$ cat config.mk
export PLATFORM = sky130hd
export DESIGN_NAME = grid_dispersal_kernel_top
export DESIGN_NICKNAME = d
export VERILOG_FILES = /design/src/sv/gdk_pkg.sv /design/src/sv/gdk_weight_ram.sv /design/src/sv/gdk_weight_calc.sv /design/src/sv/gdk_normalizer.sv /design/src/sv/grid_dispersal_kernel_top.sv
export SDC_FILE = /design/constraint.sdc
export NUM_CORES = 2
export LEC_CHECK = 0
export BUFFER_PORTS_ARGS = -buffer_cell sky130_fd_sc_hd__buf_2
export CORE_ASPECT_RATIO = 1.2
export CORE_MARGIN = 2
export CORE_UTILIZATION = 50
export CTS_CLUSTER_DIAMETER = 100
export DETAILED_ROUTE_END_ITERATION = 10
export PLACE_DENSITY = 0.69
export SLEW_MARGIN = 40
export SYNTH_ARGS = -nofsm -noshare
export SYNTH_HDL_FRONTEND = slang
export SYNTH_SLANG_ARGS = --single-unit
$ cat constraint.sdc
create_clock -name clock -period 11.8 [get_ports clock]
set_input_delay 0.59 -clock clock [delete_from_list [all_inputs] [get_ports clock]]
set_output_delay 0.59 -clock clock [all_outputs]
set_load 0.03 [all_outputs]
$ cat src/sv/gdk_pkg.sv
// ----------------------------------------------------------------------------
// gdk_pkg
// Shared widths, register indexes, exponent tables and request struct for
// the grid dispersal kernel.
// ----------------------------------------------------------------------------
`default_nettype none

package gdk_pkg;

   // default grid shape
   localparam int ROWS_DEFAULT = 8;
   localparam int COLS_DEFAULT = 8;

   // field widths
   localparam int SUIT_W   = 16;
   localparam int DECAY_W  = 16;
   localparam int POS_W    = 3;
   localparam int DIFF_W   = 6;
   localparam int WEIGHT_W = 24;
   localparam int TOTAL_W  = 30;
   localparam int PROB_W   = 16;
   localparam int CSR_W    = 2;
   localparam int RSP_W    = 24;

   localparam logic [DECAY_W-1:0] DECAY_RESET = 16'd1229;
   localparam logic [TOTAL_W-1:0] TOTAL_MAX   = 30'h3FFF_FFFF;

   // register indexes
   typedef enum logic [CSR_W-1:0] {
      CSR_DECAY_RATE = 2'd0,
      CSR_START_ROW  = 2'd1,
      CSR_START_COL  = 2'd2
   } csr_index_type;

   // exp(-n) for integer n, Q.16
   localparam logic [16:0] EXP_INT [12] = '{
      17'd65536, 17'd24109, 17'd8869, 17'd3263, 17'd1200, 17'd442,
      17'd162,   17'd60,    17'd22,   17'd8,    17'd3,    17'd1
   };

   // exp(-2^-k) for k = 1..12, Q.16
   localparam logic [15:0] EXP_FRAC [12] = '{
      16'd39750, 16'd51039, 16'd57835, 16'd61565, 16'd63520, 16'd64520,
      16'd65026, 16'd65281, 16'd65408, 16'd65472, 16'd65504, 16'd65520
   };

   // request to the weight unit
   typedef struct packed {
      logic                start;
      logic [SUIT_W-1:0]   suitability;
      logic [DIFF_W-1:0]   diff_row;
      logic [DIFF_W-1:0]   diff_col;
      logic [DECAY_W-1:0]  decay_rate;
   } calc_req_type;

endpackage

`default_nettype wire

$ cat src/sv/gdk_weight_ram.sv
// ----------------------------------------------------------------------------
// gdk_weight_ram
// Simple dual-port weight store, one write and one registered read port.
// ----------------------------------------------------------------------------
`default_nettype none

module gdk_weight_ram #(
   parameter int DEPTH  = 64,
   parameter int ADDR_W = 6,
   parameter int DATA_W = 24
) (
   input  logic              clock,
   input  logic              wr_en,
   input  logic [ADDR_W-1:0] wr_addr,
   input  logic [DATA_W-1:0] wr_data,
   input  logic              rd_en,
   input  logic [ADDR_W-1:0] rd_addr,
   output logic [DATA_W-1:0] rd_data
);

   logic [DATA_W-1:0] mem [DEPTH];
   logic [DATA_W-1:0] rd_data_ff;

   // write port
   always_ff @(posedge clock) begin
      if (wr_en) begin
         mem[wr_addr] <= wr_data;
      end
   end

   // registered read port
   always_ff @(posedge clock) begin
      if (rd_en) begin
         rd_data_ff <= mem[rd_addr];
      end
   end

   assign rd_data = rd_data_ff;

endmodule

`default_nettype wire

$ cat src/sv/gdk_weight_calc.sv
// ----------------------------------------------------------------------------
// gdk_weight_calc
// Per-cell weight: bit-serial square root of the distance, exponent scale,
// exp(-x) by table and twelve fractional multiply steps, suitability squared.
// ----------------------------------------------------------------------------
`default_nettype none

module gdk_weight_calc (
   input  logic                          clock,
   input  logic                          reset,
   input  gdk_pkg::calc_req_type         calc_req,
   output logic                          calc_done,
   output logic [gdk_pkg::WEIGHT_W-1:0]  calc_weight
);
   import gdk_pkg::*;

   typedef enum logic [5:0] {
      WC_IDLE  = 6'b000001,
      WC_SQRT  = 6'b000010,
      WC_SCALE = 6'b000100,
      WC_BASE  = 6'b001000,
      WC_FRAC  = 6'b010000,
      WC_MUL   = 6'b100000
   } calc_state_type;

   calc_state_type state_ff, state_in;
   logic [3:0]          step_ff, step_in;
   logic [31:0]         rad_ff, rad_in;
   logic [31:0]         root_ff, root_in;
   logic [31:0]         probe_ff, probe_in;
   logic [SUIT_W-1:0]   suit_ff, suit_in;
   logic [DECAY_W-1:0]  decay_ff, decay_in;
   logic [15:0]         sq_ff, sq_in;
   logic [23:0]         expo_ff, expo_in;
   logic [16:0]         e_ff, e_in;
   logic [WEIGHT_W-1:0] weight_ff, weight_in;
   logic                done_ff, done_in;

   logic [12:0] dist_sq;
   logic [31:0] trial;
   logic [31:0] scale_prod;
   logic [31:0] suit_prod;
   logic [32:0] frac_prod;
   logic [32:0] weight_prod;
   logic [11:0] expo_int;
   logic [11:0] frac_shift;

   // datapath terms
   assign dist_sq     = 13'(calc_req.diff_row) * 13'(calc_req.diff_row)
                      + 13'(calc_req.diff_col) * 13'(calc_req.diff_col);
   assign trial       = root_ff + probe_ff;
   assign scale_prod  = decay_ff * root_ff[15:0];
   assign suit_prod   = suit_ff * suit_ff;
   assign frac_prod   = 33'(e_ff) * 33'(EXP_FRAC[step_ff]);
   assign weight_prod = 33'(e_ff) * 33'(sq_ff);
   assign expo_int    = expo_ff[23:12];
   assign frac_shift  = expo_ff[11:0] >> (4'd11 - step_ff);

   // sequencer
   always_comb begin
      state_in  = state_ff;
      step_in   = step_ff;
      rad_in    = rad_ff;
      root_in   = root_ff;
      probe_in  = probe_ff;
      suit_in   = suit_ff;
      decay_in  = decay_ff;
      sq_in     = sq_ff;
      expo_in   = expo_ff;
      e_in      = e_ff;
      weight_in = weight_ff;
      done_in   = 1'b0;
      case (state_ff)
         WC_IDLE: begin
            if (calc_req.start) begin
               rad_in   = {3'd0, dist_sq, 16'd0};
               root_in  = 32'd0;
               probe_in = 32'h4000_0000;
               step_in  = 4'd0;
               suit_in  = calc_req.suitability;
               decay_in = calc_req.decay_rate;
               state_in = WC_SQRT;
            end
         end
         WC_SQRT: begin
            if (rad_ff >= trial) begin
               rad_in  = rad_ff - trial;
               root_in = (root_ff >> 1) + probe_ff;
            end else begin
               root_in = root_ff >> 1;
            end
            probe_in = probe_ff >> 2;
            step_in  = step_ff + 4'd1;
            if (step_ff == 4'd15) begin
               state_in = WC_SCALE;
            end
         end
         WC_SCALE: begin
            expo_in  = scale_prod[31:8];
            sq_in    = suit_prod[31:16];
            state_in = WC_BASE;
         end
         WC_BASE: begin
            e_in     = (expo_int < 12'd12) ? EXP_INT[expo_int[3:0]] : 17'd0;
            step_in  = 4'd0;
            state_in = WC_FRAC;
         end
         WC_FRAC: begin
            if (frac_shift[0]) begin
               e_in = frac_prod[32:16];
            end
            step_in = step_ff + 4'd1;
            if (step_ff == 4'd11) begin
               state_in = WC_MUL;
            end
         end
         WC_MUL: begin
            weight_in = weight_prod[31:8];
            done_in   = 1'b1;
            state_in  = WC_IDLE;
         end
         default: begin
            state_in = WC_IDLE;
         end
      endcase
   end

   // control registers
   always_ff @(posedge clock) begin
      if (reset) begin
         state_ff <= WC_IDLE;
         done_ff  <= 1'b0;
      end else begin
         state_ff <= state_in;
         done_ff  <= done_in;
      end
   end

   // datapath registers
   always_ff @(posedge clock) begin
      step_ff   <= step_in;
      rad_ff    <= rad_in;
      root_ff   <= root_in;
      probe_ff  <= probe_in;
      suit_ff   <= suit_in;
      decay_ff  <= decay_in;
      sq_ff     <= sq_in;
      expo_ff   <= expo_in;
      e_ff      <= e_in;
      weight_ff <= weight_in;
   end

   assign calc_done   = done_ff;
   assign calc_weight = weight_ff;

endmodule

`default_nettype wire

$ cat src/sv/gdk_normalizer.sv
// ----------------------------------------------------------------------------
// gdk_normalizer
// Walks the weight store in raster order and divides each weight by the
// total with a restoring divider, one quotient bit per cycle.
// ----------------------------------------------------------------------------
`default_nettype none

module gdk_normalizer #(
   parameter int GRID_COLS  = 8,
   parameter int CELL_COUNT = 64,
   parameter int IDX_W      = 6,
   parameter int ROW_W      = 3,
   parameter int COL_W      = 3
) (
   input  logic                         clock,
   input  logic                         reset,
   input  logic                         norm_start,
   input  logic [gdk_pkg::TOTAL_W-1:0]  norm_total,
   output logic                         norm_done,
   output logic                         rd_en,
   output logic [IDX_W-1:0]             rd_addr,
   input  logic [gdk_pkg::WEIGHT_W-1:0] rd_data,
   output logic                         rsp_tvalid,
   input  logic                         rsp_tready,
   output logic [gdk_pkg::RSP_W-1:0]    rsp_tdata,
   output logic                         rsp_tuser,
   output logic                         rsp_tlast
);
   import gdk_pkg::*;

   localparam logic [IDX_W-1:0] LAST_IDX = IDX_W'(CELL_COUNT - 1);
   localparam logic [COL_W-1:0] LAST_COL = COL_W'(GRID_COLS - 1);

   typedef enum logic [4:0] {
      NM_IDLE = 5'b00001,
      NM_READ = 5'b00010,
      NM_LOAD = 5'b00100,
      NM_DIV  = 5'b01000,
      NM_OUT  = 5'b10000
   } norm_state_type;

   norm_state_type state_ff, state_in;
   logic [IDX_W-1:0]   addr_ff, addr_in;
   logic [ROW_W-1:0]   row_ff, row_in;
   logic [COL_W-1:0]   col_ff, col_in;
   logic [TOTAL_W-1:0] total_ff, total_in;
   logic [TOTAL_W-1:0] rem_ff, rem_in;
   logic [PROB_W-1:0]  quot_ff, quot_in;
   logic [3:0]         step_ff, step_in;
   logic               zero_ff, zero_in;
   logic               done_ff, done_in;

   logic [TOTAL_W:0]   shifted;
   logic [TOTAL_W:0]   diff;

   assign shifted = {rem_ff, 1'b0};
   assign diff    = shifted - {1'b0, total_ff};

   // sequencer
   always_comb begin
      state_in = state_ff;
      addr_in  = addr_ff;
      row_in   = row_ff;
      col_in   = col_ff;
      total_in = total_ff;
      rem_in   = rem_ff;
      quot_in  = quot_ff;
      step_in  = step_ff;
      zero_in  = zero_ff;
      done_in  = 1'b0;
      rd_en    = 1'b0;
      case (state_ff)
         NM_IDLE: begin
            if (norm_start) begin
               total_in = norm_total;
               addr_in  = '0;
               row_in   = '0;
               col_in   = '0;
               state_in = NM_READ;
            end
         end
         NM_READ: begin
            rd_en    = 1'b1;
            state_in = NM_LOAD;
         end
         NM_LOAD: begin
            zero_in = 1'b0;
            if (total_ff == '0) begin
               quot_in  = '0;
               zero_in  = 1'b1;
               state_in = NM_OUT;
            end else if (TOTAL_W'(rd_data) >= total_ff) begin
               // weight reaches or exceeds total: quotient saturates
               quot_in  = '1;
               state_in = NM_OUT;
            end else begin
               rem_in   = TOTAL_W'(rd_data);
               quot_in  = '0;
               step_in  = 4'd0;
               state_in = NM_DIV;
            end
         end
         NM_DIV: begin
            if (shifted >= {1'b0, total_ff}) begin
               rem_in  = diff[TOTAL_W-1:0];
               quot_in = {quot_ff[PROB_W-2:0], 1'b1};
            end else begin
               rem_in  = shifted[TOTAL_W-1:0];
               quot_in = {quot_ff[PROB_W-2:0], 1'b0};
            end
            step_in = step_ff + 4'd1;
            if (step_ff == 4'd15) begin
               state_in = NM_OUT;
            end
         end
         NM_OUT: begin
            if (rsp_tready) begin
               if (addr_ff == LAST_IDX) begin
                  done_in  = 1'b1;
                  state_in = NM_IDLE;
               end else begin
                  addr_in = addr_ff + 1'b1;
                  if (col_ff == LAST_COL) begin
                     col_in = '0;
                     row_in = row_ff + 1'b1;
                  end else begin
                     col_in = col_ff + 1'b1;
                  end
                  state_in = NM_READ;
               end
            end
         end
         default: begin
            state_in = NM_IDLE;
         end
      endcase
   end

   // control registers
   always_ff @(posedge clock) begin
      if (reset) begin
         state_ff <= NM_IDLE;
         done_ff  <= 1'b0;
      end else begin
         state_ff <= state_in;
         done_ff  <= done_in;
      end
   end

   // datapath registers
   always_ff @(posedge clock) begin
      addr_ff  <= addr_in;
      row_ff   <= row_in;
      col_ff   <= col_in;
      total_ff <= total_in;
      rem_ff   <= rem_in;
      quot_ff  <= quot_in;
      step_ff  <= step_in;
      zero_ff  <= zero_in;
   end

   // result transaction
   assign rd_addr    = addr_ff;
   assign norm_done  = done_ff;
   assign rsp_tvalid = (state_ff == NM_OUT);
   assign rsp_tdata  = {2'b00, quot_ff, POS_W'(col_ff), POS_W'(row_ff)};
   assign rsp_tuser  = zero_ff;
   assign rsp_tlast  = (addr_ff == LAST_IDX);

endmodule

`default_nettype wire

$ cat src/sv/grid_dispersal_kernel_top.sv
// A cell is taken, and the next one once the weight unit has run its 16-step
// square root, exponent scale, table lookup, 12-step fractional exponent and
// final multiply and the weight is stored. After the last cell the results
// follow in raster order: store read, 16-step divider, output register; a
// zero total or a weight that reaches the total skips the divider.
// Reset is synchronous and active high; it clears control state and
// registers. The weight store is not cleared: each entry is written first.
// ----------------------------------------------------------------------------
// grid_dispersal_kernel_top
// Normalized exponential distance-decay kernel over a raster grid.
// ----------------------------------------------------------------------------
`default_nettype none

module grid_dispersal_kernel_top #(
   parameter int GRID_ROWS = gdk_pkg::ROWS_DEFAULT,
   parameter int GRID_COLS = gdk_pkg::COLS_DEFAULT
) (
   input  logic                         clock,
   input  logic                         reset,
   // req_tdata: suitability[15:0]
   input  logic                         req_tvalid,
   output logic                         req_tready,
   input  logic [gdk_pkg::SUIT_W-1:0]   req_tdata,
   // rsp_tdata: out_row[2:0], out_col[5:3], probability[21:6], zero pad[23:22]
   output logic                         rsp_tvalid,
   input  logic                         rsp_tready,
   output logic [gdk_pkg::RSP_W-1:0]    rsp_tdata,
   // rsp_tuser: zero_total[0]
   output logic                         rsp_tuser,
   output logic                         rsp_tlast,
   input  logic                         csr_we,
   input  logic [gdk_pkg::CSR_W-1:0]    csr_index,
   input  logic [gdk_pkg::DECAY_W-1:0]  csr_wdata
);
   import gdk_pkg::*;

   localparam int CELL_COUNT = GRID_ROWS * GRID_COLS;
   localparam int IDX_W = (CELL_COUNT > 1) ? $clog2(CELL_COUNT) : 1;
   localparam int ROW_W = (GRID_ROWS > 1) ? $clog2(GRID_ROWS) : 1;
   localparam int COL_W = (GRID_COLS > 1) ? $clog2(GRID_COLS) : 1;
   localparam logic [IDX_W-1:0] LAST_IDX = IDX_W'(CELL_COUNT - 1);
   localparam logic [COL_W-1:0] LAST_COL = COL_W'(GRID_COLS - 1);

   typedef enum logic [2:0] {
      ST_IDLE = 3'b001,
      ST_CALC = 3'b010,
      ST_EMIT = 3'b100
   } top_state_type;

   top_state_type state_ff, state_in;
   logic [DECAY_W-1:0] decay_ff;
   logic [POS_W-1:0]   start_row_ff;
   logic [POS_W-1:0]   start_col_ff;
   logic [IDX_W-1:0]   idx_ff, idx_in;
   logic [ROW_W-1:0]   row_ff, row_in;
   logic [COL_W-1:0]   col_ff, col_in;
   logic [TOTAL_W-1:0] total_ff, total_in;

   calc_req_type        calc_req;
   logic                calc_done;
   logic [WEIGHT_W-1:0] calc_weight;
   logic [DIFF_W-1:0]   row_ext, col_ext, srow_ext, scol_ext;
   logic [TOTAL_W:0]    sum_wide;
   logic [TOTAL_W-1:0]  sat_total;
   logic                wr_en;
   logic                norm_start;
   logic                norm_done;
   logic                rd_en;
   logic [IDX_W-1:0]    rd_addr;
   logic [WEIGHT_W-1:0] rd_data;

   // configuration writes
   always_ff @(posedge clock) begin
      if (reset) begin
         decay_ff     <= DECAY_RESET;
         start_row_ff <= '0;
         start_col_ff <= '0;
      end else if (csr_we) begin
         case (csr_index)
            CSR_DECAY_RATE: decay_ff     <= csr_wdata;
            CSR_START_ROW:  start_row_ff <= csr_wdata[POS_W-1:0];
            CSR_START_COL:  start_col_ff <= csr_wdata[POS_W-1:0];
            default: begin
            end
         endcase
      end
   end

   // distance offsets from the start cell
   assign row_ext  = DIFF_W'(row_ff);
   assign col_ext  = DIFF_W'(col_ff);
   assign srow_ext = DIFF_W'(start_row_ff);
   assign scol_ext = DIFF_W'(start_col_ff);

   assign req_tready           = (state_ff == ST_IDLE);
   assign calc_req.start       = req_tvalid & req_tready;
   assign calc_req.suitability = req_tdata;
   assign calc_req.diff_row    = (row_ext > srow_ext) ? row_ext - srow_ext : srow_ext - row_ext;
   assign calc_req.diff_col    = (col_ext > scol_ext) ? col_ext - scol_ext : scol_ext - col_ext;
   assign calc_req.decay_rate  = decay_ff;

   // saturating running total
   assign sum_wide  = {1'b0, total_ff} + (TOTAL_W + 1)'(calc_weight);
   assign sat_total = (sum_wide > {1'b0, TOTAL_MAX}) ? TOTAL_MAX : sum_wide[TOTAL_W-1:0];

   // load sequencer
   always_comb begin
      state_in   = state_ff;
      idx_in     = idx_ff;
      row_in     = row_ff;
      col_in     = col_ff;
      total_in   = total_ff;
      wr_en      = 1'b0;
      norm_start = 1'b0;
      case (state_ff)
         ST_IDLE: begin
            if (calc_req.start) begin
               state_in = ST_CALC;
            end
         end
         ST_CALC: begin
            if (calc_done) begin
               wr_en = 1'b1;
               if (idx_ff == LAST_IDX) begin
                  norm_start = 1'b1;
                  total_in   = '0;
                  idx_in     = '0;
                  row_in     = '0;
                  col_in     = '0;
                  state_in   = ST_EMIT;
               end else begin
                  total_in = sat_total;
                  idx_in   = idx_ff + 1'b1;
                  if (col_ff == LAST_COL) begin
                     col_in = '0;
                     row_in = row_ff + 1'b1;
                  end else begin
                     col_in = col_ff + 1'b1;
                  end
                  state_in = ST_IDLE;
               end
            end
         end
         ST_EMIT: begin
            if (norm_done) begin
               state_in = ST_IDLE;
            end
         end
         default: begin
            state_in = ST_IDLE;
         end
      endcase
   end

   always_ff @(posedge clock) begin
      if (reset) begin
         state_ff <= ST_IDLE;
         idx_ff   <= '0;
         row_ff   <= '0;
         col_ff   <= '0;
         total_ff <= '0;
      end else begin
         state_ff <= state_in;
         idx_ff   <= idx_in;
         row_ff   <= row_in;
         col_ff   <= col_in;
         total_ff <= total_in;
      end
   end

   // weight unit
   gdk_weight_calc u_calc (
      .clock       (clock),
      .reset       (reset),
      .calc_req    (calc_req),
      .calc_done   (calc_done),
      .calc_weight (calc_weight)
   );

   // weight store
   gdk_weight_ram #(
      .DEPTH  (CELL_COUNT),
      .ADDR_W (IDX_W),
      .DATA_W (WEIGHT_W)
   ) u_ram (
      .clock   (clock),
      .wr_en   (wr_en),
      .wr_addr (idx_ff),
      .wr_data (calc_weight),
      .rd_en   (rd_en),
      .rd_addr (rd_addr),
      .rd_data (rd_data)
   );

   // emit walk and divider
   gdk_normalizer #(
      .GRID_COLS  (GRID_COLS),
      .CELL_COUNT (CELL_COUNT),
      .IDX_W      (IDX_W),
      .ROW_W      (ROW_W),
      .COL_W      (COL_W)
   ) u_norm (
      .clock      (clock),
      .reset      (reset),
      .norm_start (norm_start),
      .norm_total (sat_total),
      .norm_done  (norm_done),
      .rd_en      (rd_en),
      .rd_addr    (rd_addr),
      .rd_data    (rd_data),
      .rsp_tvalid (rsp_tvalid),
      .rsp_tready (rsp_tready),
      .rsp_tdata  (rsp_tdata),
      .rsp_tuser  (rsp_tuser),
      .rsp_tlast  (rsp_tlast)
   );

endmodule

`default_nettype wire

==> qor.json <==
{
  "outcome": {
    "run_status": "finished with violations",
    "failed_checks": "design-rule violations"
  },
  "clocking": {
    "cts.reportedPaths.clkPinSlew_ns": 0.06,
    "cts_setup_buffers": 0,
    "max_clock_buf_depth": 3,
    "cts_tree": "yes",
    "clk_latency_ns": 0.91,
    "clkSinkCount": 1930,
    "htree_levels": 4,
    "cts-buffers-inserted": 192,
    "clock_tree.root_cell": "clkbuf_16"
  },
  "pwr": {
    "comb_power_share": 0.440,
    "peakVddDrop_v": 0.000626,
    "clock_power_share": 0.242,
    "power_per_cell_area_mw_per_mm2": 207,
    "power.static_leakage_nw": 48.7,
    "swShare": 0.367,
    "seq_power_share": 0.318,
    "intPower_w": 0.0163,
    "switching_power_w": 0.00948
  },
  "synthesis": {
    "ys_seq_elements": 1930,
    "yosys.cell_types.count": 84,
    "ys_warn_count": 0,
    "synth.top_cells.by_area": "edfxtp_1, fa_1, mux4_2, ha_1, inv_1",
    "synth_ff_type": "edfxtp_1",
    "synth-seq-area-share": 0.504,
    "yosysTopAreaCellShare": 0.490,
    "synth_largest_area_cell": "edfxtp_1",
    "syn_area_per_cell_um2": 14.0,
    "synth.most_common_cell": "edfxtp_1",
    "post_synth_instance_area_mm2": 0.113,
    "synth-edff-count": 1850,
    "post_synth_most_frequent_cells": "edfxtp_1, inv_1, fa_1, nand2_1, ha_1",
    "cell_count_after_synthesis": 8104,
    "synth-async-reset-ratio": 0
  },
  "drt": {
    "wire_per_inst_um": 24.1,
    "final_antenna_net_count": 0,
    "vias": 66200,
    "firstDrtPassIters": 9,
    "drc": 22,
    "finalWirelength_mm": 274,
    "drt-vias-per-instance": 5.82,
    "drt_initial_violations": 5692
  },
  "die": {
    "starting_density_of_the_core": 0.502,
    "fp.dieH_um": 526,
    "ios": 67,
    "design.core.area_mm2": 0.226,
    "num_rows": 191,
    "die_boundary_width_um": 439,
    "floorplan.die_area_mm2": 0.231
  },
  "setup_path": {
    "reg2regPathDepth": 25,
    "startpoint_type": "flop",
    "critical_path_arrival_ns": 8.75,
    "worst_setup_path_startpoint": "u_calc.step_ff[0]",
    "cp_data_required_time_ns": 12.33,
    "timing_worst_setup_path_type": "reg -> reg",
    "critPathCaptureType": "flop",
    "reg2reg_from": "u_calc.step_ff[0]",
    "timing.critical_path.fanout_max": 17
  },
  "finish": {
    "ratio_of_cells_with_drive_above_1_in_the_final_layout": 0.138,
    "nets": 9674,
    "fillers": 17800,
    "synthToLayoutAreaGrowth_pct": 10.1
  },
  "sta": {
    "post-route-period-util": 0.696,
    "timing.setup.tns_ns": 0,
    "finalMaxSlewViolations": 0,
    "timing.final.setup_violations": 0,
    "endpoints_failing_hold": 0,
    "fin_skew_ns": 0.0989,
    "worst_slew_margin_rel": 0.395,
    "worst_pin_slew_ns": 0.908,
    "fin_hold_ws_ns": 0.0996,
    "final.min_clock_period_ns": 8.21,
    "timing.fmax_ghz": 0.122,
    "rsz0062_at_grt": "false"
  },
  "global_routing": {
    "wire_length_of_the_first_global_routing_pass_mm": 423,
    "grt_start_max_net_pins": 100,
    "groute.usage.overall": 0.242,
    "overflow": 0,
    "antenna_found_initial": 7,
    "first_global_vias": 70700
  },
  "placement": {
    "routabilityCongestion": 0.883,
    "port_buffers": 64,
    "hpwl_mm": 174
  },
  "worst_hold_path": {
    "holdCritPathClass": "in -> reg",
    "hold_depth": 3,
    "timing.hold.worst.start": "csr_wdata[2]"
  },
  "flow_run": {
    "maxCapViolCount": 0
  }
}
[power by group through the flow]
stage / Combinational [W] / Sequential (W) / Clock (W)
final: 0.0114 / 0.00822 / 0.00624
after global routing: 0.0131 / 0.00822 / 0.00659
after CTS: 0.0115 / 0.00822 / 0.00634
after global placement: 0.0111 / 0.00837 / 0
after detailed placement: 0.0113 / 0.00836 / 0
after floorplan: 0.00866 / 0.00825 / 0
[cell type report]
cell class,instances,area [um2],share of cell area
Tap cell,2991,3740,0.0300
Timing Repair Buffer,265,2200,0.0177
Multi-Input combinational cell,4764,51100,0.410
Antenna cell,4,10.0,0.0000802
Inverter,1073,4030,0.0323
Sequential cell,1930,57200,0.458
Clock inverter,120,1470,0.0118
Clock buffer,235,5040,0.0404
[flip-flops by register name (all words and copies together) (netlist names), 4 cells and up]
| register | count |
|---|---|
| u_calc.e_ff | 17 |
| idx_ff | 6 |
| u_calc.rad_ff | 32 |
| u_norm.quot_ff | 16 |
| u_calc.expo_ff | 24 |
| u_ram.mem | 1536 |
| u_calc.calc_weight | 24 |
| u_norm.total_ff | 30 |
| decay_ff | 16 |
| u_ram.rd_data | 24 |
| u_calc.root_ff | 32 |
| u_norm.state_ff | 5 |
| u_calc.state_ff | 6 |
| u_calc.decay_ff | 16 |
| u_norm.step_ff | 4 |
| u_norm.rd_addr | 6 |
| u_calc.suit_ff | 16 |
| u_calc.step_ff | 4 |
| u_norm.rem_ff | 30 |
| u_calc.sq_ff | 16 |
| total_ff | 30 |
| u_calc.probe_ff | 16 |
[critical path: stages, from the launching register on]
cell      delay [ns]
edfxtp_1        0.70
ha_1            0.36
nand2b_1        0.22
a21o_1          0.67
nand2_1         0.17
fa_1            0.53
inv_1           0.05
fa_1            0.50
inv_1           0.06
fa_1            0.54
inv_1           0.05
fa_1            0.45
fa_1            0.50
inv_1           0.05
fa_1            0.47
inv_1           0.04
ha_1            0.28
a21o_1          0.16
a221oi_1        0.31
o21a_1          0.33
o21ai_1         0.25
o31ai_1         0.49
nand2b_1        0.20
a211oi_1        0.28
xor2_1          0.17
o21ai_1         0.07
[final timing paths]
path / end / slack [ns]
worst max register to register: u_calc.e_ff[14] / 3.59
worst max-delay path: u_calc.e_ff[14] / 3.59
worst min-delay path: decay_ff[2] / 0.1
worst min register to register: u_calc.decay_ff[6] / 0.43
[logic make-up (layout without fill, tap and decap cells)]
kind of cell | count (synthesis) | after routing | share of synthesized area
AOI/OAI and AO/OA | 734 | 734 | 0.0420
other | 1 | 7 | 0.0000331
buffers and inverters | 1412 | 1693 | 0.0471
DFF | 1930 | 1930 | 0.504
and+or+nand+nor | 1879 | 1879 | 0.0787
adders and majority gates | 1409 | 1409 | 0.209
xor gates and xnor gates | 215 | 215 | 0.0166
muxes | 524 | 524 | 0.102
[metal layers]
layer | global-route usage | part of all wire
met5 | 0 | 0.00029
met4 | 0.103 | 0.046
met3 | 0.0339 | 0.063
met2 | 0.423 | 0.51
met1 | 0.300 | 0.38
[repair_timing]
action                                 4_1_cts  5_1_grt
hold buffers                                29        0
endpoints found under the hold margin       29        0
resized for setup                            0        0
[metrics by stage]
| step | util | setup WS [ns] | cells | total power, W | area (um2) |
|---|---|---|---|---|---|
| 4_1_cts | 0.553 | 3.69 | 11400 | 0.0260 | 125000 |
| 6_report | 0.553 | 3.59 | 11400 | 0.0258 | 125000 |
| 3_3_place_gp | 0.521 | 3.91 | 11000 | 0.0195 | 118000 |
| 2_1_floorplan | - | 4.48 | 8106 | 0.0169 | 113000 |
| 3_5_place_dp | 0.523 | 3.69 | 11000 | 0.0197 | 118000 |
| 5_1_grt | 0.553 | 3.08 | 11400 | 0.0279 | 125000 |
[cells in the final DEF (no fill, tap or decap), types with 19 or more instances in the layout]
cell and n:
edfxtp_1 1850, inv_1 1068, fa_1 808, nand2_1 746
ha_1 601, mux4_2 507, and2_1 398, nor2_1 298
a21oi_1 199, clkbuf_16 193, buf_4 141, xor2_1 115
o21ai_0 106, xnor2_1 100, a21o_1 83, dfxtp_1 80
buf_2 64, nand3_1 60, nor2_2 59, a31oi_1 58
nor3_1 52, nor2b_1 51, o21ai_1 44, nand2b_1 40
clkbuf_1 37, nand4_1 36, a211oi_1 35, o21a_1 34
clkinv_1 31, dlygate4sd3_1 29, clkinv_2 28, and3_1 27
nor4_1 20, bufinv_16 19
Note: power is estimated with default switching activity, not from simulation.
